--- config.mk ---
export PLATFORM = sky130hd
export DESIGN_NAME = wpcm_ctrl
export DESIGN_NICKNAME = d
export VERILOG_FILES = /design/src/sv/wpcm_pkg.sv /design/src/sv/wpcm_ctrl.sv
export SDC_FILE = /design/constraint.sdc
export NUM_CORES = 1
export LEC_CHECK = 0
export BUFFER_PORTS_ARGS = -buffer_cell sky130_fd_sc_hd__buf_2
export CAP_MARGIN = 20
export CORE_UTILIZATION = 45
export DETAILED_ROUTE_END_ITERATION = 6
export GPL_TIMING_DRIVEN = 0
export PLACE_DENSITY = 0.71
export SLEW_MARGIN = 0
export SYNTH_ARGS = -nofsm -noshare
export SYNTH_HDL_FRONTEND = slang
export SYNTH_SLANG_ARGS = --single-unit
--- constraint.sdc ---
create_clock -name clk -period 2 [get_ports clk]
set_clock_uncertainty 0.2 [all_clocks]
set_input_delay 0.3 -clock clk [delete_from_list [all_inputs] [get_ports clk]]
set_output_delay 0.3 -clock clk [all_outputs]
set_load 0.02 [all_outputs]
--- src/sv/wpcm_pkg.sv ---
// shared types, constants and weight table for the wall proximity cost map
package wpcm_pkg;

  localparam int MAP_SIDE_DEF   = 1024;
  localparam int MAX_RADIUS_DEF = 8;

  localparam int COORD_W   = 12;  // signed tile coordinate with window offset
  localparam int WORD_W    = 6;   // word index within a row
  localparam int ROWCNT_W  = 5;   // window row counter
  localparam int RAD_W     = 5;   // effective radius
  localparam int BEST_W    = 10;  // squared distance
  localparam int DATA_W    = 64;

  localparam logic OP_WRITE = 1'b0;
  localparam logic OP_QUERY = 1'b1;

  typedef enum logic [0:0] {
    CFG_NEAR_RADIUS    = 1'b0,
    CFG_DEFAULT_WEIGHT = 1'b1
  } cfg_idx_t;

  typedef struct packed {
    logic                clr_step;
    logic                wr_in;
    logic                load_q;
    logic                rd_self;
    logic                chk_self;
    logic                rd_lo;
    logic                rd_hi;
    logic                cap_lo;
    logic                cap_hi;
    logic                out_load;
    logic [ROWCNT_W-1:0] row_idx;
  } cmd_t;

  typedef struct packed {
    logic clr_last;
    logic self_solid;
    logic r_zero;
    logic last_row;
  } sts_t;

  typedef logic [15:0] lut_t [256];

  // round(49152 / sqrt(d)) with halves upward, d of zero taken as one
  function automatic lut_t build_weight_lut();
    lut_t              lut;
    longint unsigned   lo;
    longint unsigned   hi;
    longint unsigned   mid;
    longint unsigned   t;
    longint unsigned   dd;
    longint unsigned   k;
    k = 64'd4 * 64'd49152 * 64'd49152;
    for (int d = 0; d < 256; d++) begin
      dd = (d == 0) ? 64'd1 : longint'(d);
      lo = 1;
      hi = 65535;
      while (lo < hi) begin
        mid = (lo + hi + 1) / 2;
        t   = 2 * mid - 1;
        if (t * t * dd <= k) lo = mid;
        else hi = mid - 1;
      end
      lut[d] = lo[15:0];
    end
    return lut;
  endfunction

  localparam lut_t WEIGHT_LUT = build_weight_lut();

endpackage

--- src/sv/wpcm_ctrl.sv ---
// query sequencer: clearing pass, self check, window row reads, result handoff
module wpcm_ctrl (
  input  logic            clk,
  input  logic            rst_n,
  input  logic            in_valid,
  output logic            in_ready,
  input  logic            in_operation,
  output logic            out_valid,
  input  logic            out_ready,
  output wpcm_pkg::cmd_t  cmd,
  input  wpcm_pkg::sts_t  sts
);
  import wpcm_pkg::*;

  typedef enum logic [8:0] {
    S_IDLE     = 9'b000000001,
    S_CLEAR    = 9'b000000010,
    S_SELF_RD  = 9'b000000100,
    S_SELF_CHK = 9'b000001000,
    S_ROW_LO   = 9'b000010000,
    S_ROW_HI   = 9'b000100000,
    S_ROW_CMB  = 9'b001000000,
    S_FINISH   = 9'b010000000,
    S_RESULT   = 9'b100000000
  } state_t;

  state_t              state_r, state_nxt;
  logic [ROWCNT_W-1:0] row_r, row_nxt;
  logic                out_valid_r, out_valid_nxt;

  always_comb begin
    state_nxt     = state_r;
    row_nxt       = row_r;
    out_valid_nxt = out_valid_r && !out_ready;
    cmd           = '0;
    cmd.row_idx   = row_r;
    in_ready      = 1'b0;
    unique case (state_r)
      S_IDLE: begin
        in_ready = 1'b1;
        if (in_valid) begin
          if (in_operation == OP_QUERY) begin
            cmd.load_q = 1'b1;
            state_nxt  = S_SELF_RD;
          end else begin
            cmd.wr_in = 1'b1;
          end
        end
      end
      S_CLEAR: begin
        cmd.clr_step = 1'b1;
        if (sts.clr_last) state_nxt = S_IDLE;
      end
      S_SELF_RD: begin
        cmd.rd_self = 1'b1;
        state_nxt   = S_SELF_CHK;
      end
      S_SELF_CHK: begin
        cmd.chk_self = 1'b1;
        row_nxt      = '0;
        if (sts.self_solid || sts.r_zero) state_nxt = S_RESULT;
        else state_nxt = S_ROW_LO;
      end
      S_ROW_LO: begin
        cmd.rd_lo = 1'b1;
        state_nxt = S_ROW_HI;
      end
      S_ROW_HI: begin
        cmd.rd_hi  = 1'b1;
        cmd.cap_lo = 1'b1;
        state_nxt  = S_ROW_CMB;
      end
      S_ROW_CMB: begin
        cmd.cap_hi = 1'b1;
        if (sts.last_row) begin
          state_nxt = S_FINISH;
        end else begin
          row_nxt   = row_r + 1'b1;
          state_nxt = S_ROW_LO;
        end
      end
      S_FINISH: begin
        state_nxt = S_RESULT;
      end
      S_RESULT: begin
        if (!out_valid_r || out_ready) begin
          cmd.out_load  = 1'b1;
          out_valid_nxt = 1'b1;
          state_nxt     = S_IDLE;
        end
      end
      default: state_nxt = S_IDLE;
    endcase
  end

  always_ff @(posedge clk) begin
    if (!rst_n) begin
      state_r     <= S_CLEAR;
      row_r       <= '0;
      out_valid_r <= 1'b0;
    end else begin
      state_r     <= state_nxt;
      row_r       <= row_nxt;
      out_valid_r <= out_valid_nxt;
    end
  end

  assign out_valid = out_valid_r;
endmodule

==> metrics <==
outcome finished, violations left; violations in the final reports setup timing; H-tree depth 1; sequential fraction of the synthesis area 0.342; via/cell ratio 5.52; largest voltage drop on the vdd net 0.322 mV; biggest area consumer among synthesized cells sky130_fd_sc_hd__dfxtp_1; share of final-layout standard cells stronger than drive strength 1 0.524; synthesized-area fraction occupied by adder cells 0.0142; die width 46.2 microns; largest net degree at the start of global routing 11; class of the tightest hold or removal check input port to register; Max Cap Viol 0; worst slew pin tran 425 ps; kind of end point of the critical path output port; final worst path period need between 2000 and 2500 ps; DRC Markers 0; overall routed net length ~2.3 mm; cell with the most instances after synthesis sky130_fd_sc_hd__dfxtp_1; family with the most delay on the worst path simple AND/OR/NAND/NOR gates; core area 1780 sq um; number of buffers between clock root and the deepest sink 2; cell chain of the critical path or4b_4 -> nor4b_2 -> buf_4; overall overflow remaining after global route 0; logic depth of the worst path, buffers included 3; via count of the first global-routing pass 784; count of flip-flops with a built-in enable after synthesis 0; final hold slack 94.4 ps; height of the die 46.2 microns; f_max about 470 MHz; library cell contributing the largest single delay on the critical path sky130_fd_sc_hd__or4b_4; signed area change from the synthesized netlist to the final layout 52.0%; diode count 0; dominant synthesized flop cell sky130_fd_sc_hd__dfxtp_1; Placer Congestion 0.758; register bit count reported by yosys 15; number of clock sinks 15; largest family of logic cells by synthesized area simple AND/OR/NAND/NOR gates; power density of the placed cells ~460 nW/um^2; net count reported at finish approximately 160; synthesized net count 110; fraction of synthesized area in multiplexers 0; largest fanout on the critical path 4; DR vias between 900 and 1k; startpoint-to-endpoint class of the critical path register to output port; detail-routed net length per standard cell 13.8 microns; cells on worst reg2reg path 5; post-layout total power 608 uW; post-route worst setup slack -145 ps; yosys synthesis warning count 0; part of the power in combinational logic 0.192; hold violation count in the final report 0; worst slew margin relative to its limit 0.717; area of the mapped netlist about 880 sq um; compound-cell area share of the yosys netlist 0.144; GR Util All Layers 0.220; global-route wire length before repair around 3.5 mm; CP required 1500 ps; final clock period utilization by the worst path 1.07; clock tree root driver cell sky130_fd_sc_hd__clkbuf_4; # setup viols final 7; Max stage delay on crit path 580 ps; Clk network pwr share 0.294; number of buffers and inverters on the critical path 1; hold buffers post-CTS 0; count of boundary I/O pins 26; dpl hpwl 1.44 mm; total CTS buffers 3; sort of element at the start of the critical path register; TritonCTS clock tree done; cell internal power dissipation between 400 and 500 uW; clock slew at the register clock pins of the worst setup and hold paths roughly 110 ps; sw power 175 uW; residual antenna-violating net count after detailed routing 0; per-instance average area after synthesis 8.78 sq um; register share of total power 0.515; Yosys cell types 41; leakage power summed over all cells 0.592 nW; RSZ-0062 raised after global routing true; number of pins exceeding their max-slew limit in the final report 0; switching fraction of total power 0.287; Clock Latency Late Sink just under 300 ps; Synth top area share 0.342; Hold Path Cell Cnt 3; number of buffers added on ports 25; initial antenna violation count 0; post-synthesis xor/xnor area fraction 0.0299; leading cell types by count after synthesis sky130_fd_sc_hd__dfxtp_1 (15), sky130_fd_sc_hd__nor2_1 (8), sky130_fd_sc_hd__nand2_1 (7); Post-Synthesis Cells 100; starting density of the core 0.493; post-synthesis share of cell area spent on and, or, nand and nor gates 0.439; cells taking the most area after synthesis sky130_fd_sc_hd__dfxtp_1 (34%), sky130_fd_sc_hd__nor4b_1 (4.0%), sky130_fd_sc_hd__nor2b_1 (3.6%); Async SR Flop Fraction 0; number of design-rule violations left by the first detailed-router iteration 31; num rows 15; number of detailed-routing iterations run before antenna repair 4; die area 2130 sq um; CP Data Arrival Time 1650 ps
[stage by stage]
| step | TNS [ps] | cell area (sq um) | utilization | instances | worst slack [ps] |
|---|---|---|---|---|---|
| detailed placement | -52.7 | 1050 | 0.591 | 150 | -45.3 |
| global route | -1240 | 1340 | 0.749 | 170 | -179 |
| CTS | -361 | 1220 | 0.684 | 164 | -148 |
| floorplan | -11.9 | 897 | - | 100 | -7.15 |
| global placement | 0 | 1050 | 0.591 | 150 | 19.0 |
| finish | -467 | 1340 | 0.749 | 170 | -145 |
[cell families (layout without fill, tap and decap cells)]
| family | Yosys count | after routing |
|---|---|---|
| compound gates | 16 | 16 |
| xor+xnor | 3 | 3 |
| fa+ha+maj | 1 | 1 |
| buf+inv | 6 | 51 |
| flops | 15 | 15 |
| simple gates | 59 | 59 |
[path summary, 6_finish.rpt]
| path | startpoint | slack (ps) | end |
|---|---|---|---|
| max reg2reg | state_r[2] | 10 | state_r[5] |
| min | rst_n | 90 | row_r[4] |
| max | state_r[2] | -150 | cmd[13] |
| min reg2reg | row_r[1] | 300 | row_r[1] |
[worst register-to-register path, stage by stage (launching register included)]
cell and delay, ps:
sky130_fd_sc_hd__dfxtp_4 380, sky130_fd_sc_hd__or4b_4 580, sky130_fd_sc_hd__buf_4 160, sky130_fd_sc_hd__a2bb2oi_1 160
sky130_fd_sc_hd__o221ai_2 300, sky130_fd_sc_hd__nor4b_1 90
[layout by cell type, fill, tap and decap left out, types with 2 or more instances in the layout]
master,netlist,final
sky130_fd_sc_hd__buf_4,1,23
sky130_fd_sc_hd__buf_2,1,15
sky130_fd_sc_hd__dfxtp_1,15,7
sky130_fd_sc_hd__nor2b_1,5,5
sky130_fd_sc_hd__nand3_1,5,5
sky130_fd_sc_hd__nor2_1,8,5
sky130_fd_sc_hd__buf_6,0,5
sky130_fd_sc_hd__nand2b_1,4,4
sky130_fd_sc_hd__nand2_1,7,4
sky130_fd_sc_hd__dfxtp_4,0,4
sky130_fd_sc_hd__dfxtp_2,0,4
sky130_fd_sc_hd__inv_1,3,3
sky130_fd_sc_hd__and3_1,4,3
sky130_fd_sc_hd__nor3_1,5,3
sky130_fd_sc_hd__o21ai_0,3,3
sky130_fd_sc_hd__and4b_1,3,3
sky130_fd_sc_hd__clkbuf_4,0,3
sky130_fd_sc_hd__nor3_4,0,2
sky130_fd_sc_hd__nand2_2,0,2
sky130_fd_sc_hd__nor3b_2,0,2
sky130_fd_sc_hd__nor2_4,0,2
sky130_fd_sc_hd__nor4b_2,0,2
sky130_fd_sc_hd__nand4_1,2,2
sky130_fd_sc_hd__xor2_1,2,2
sky130_fd_sc_hd__nor4b_1,4,2
[flip-flops by register name, indices dropped and copies added, names as in the netlist]
register   cells
state_r        9
row_r          5
out_valid      1
[area by class of cell]
| type | count | area (sq um) |
|---|---|---|
| inverter | 3 | 11.3 |
| multi-input combinational | 79 | 637 |
| fill | 127 | 448 |
| sequential | 15 | 320 |
| buffer | 2 | 11.3 |
| clock buffer | 3 | 22.5 |
| tap | 25 | 31.3 |
| clock inverter | 1 | 5.00 |
| timing repair buffer | 42 | 297 |
[power by group through the flow]
stage | Combinational, mW | Sequential, mW | Clock, mW
2_1_floorplan | 0.0622 | 0.318 | 0
3_3_place_gp | 0.0845 | 0.319 | 0
3_5_place_dp | 0.0868 | 0.320 | 0
4_1_cts | 0.104 | 0.313 | 0.179
5_1_grt | 0.124 | 0.314 | 0.195
6_report | 0.117 | 0.313 | 0.178
[layer usage]
layer | GRT usage | wire [microns] | part of all wire
met1 | 0.280 | 1030 | 0.44
met4 | 0.0647 | 15 | 0.0064
met2 | 0.372 | 1190 | 0.51
met3 | 0.0431 | 110 | 0.047
met5 | 0 | 0 | 0
[repair_timing]
action	CTS	global route
setup endpoints to repair	12	16
buffers inserted	11	6
resized for setup	22	21
pin swaps	6	6
Note: power is estimated with default switching activity, not from simulation.
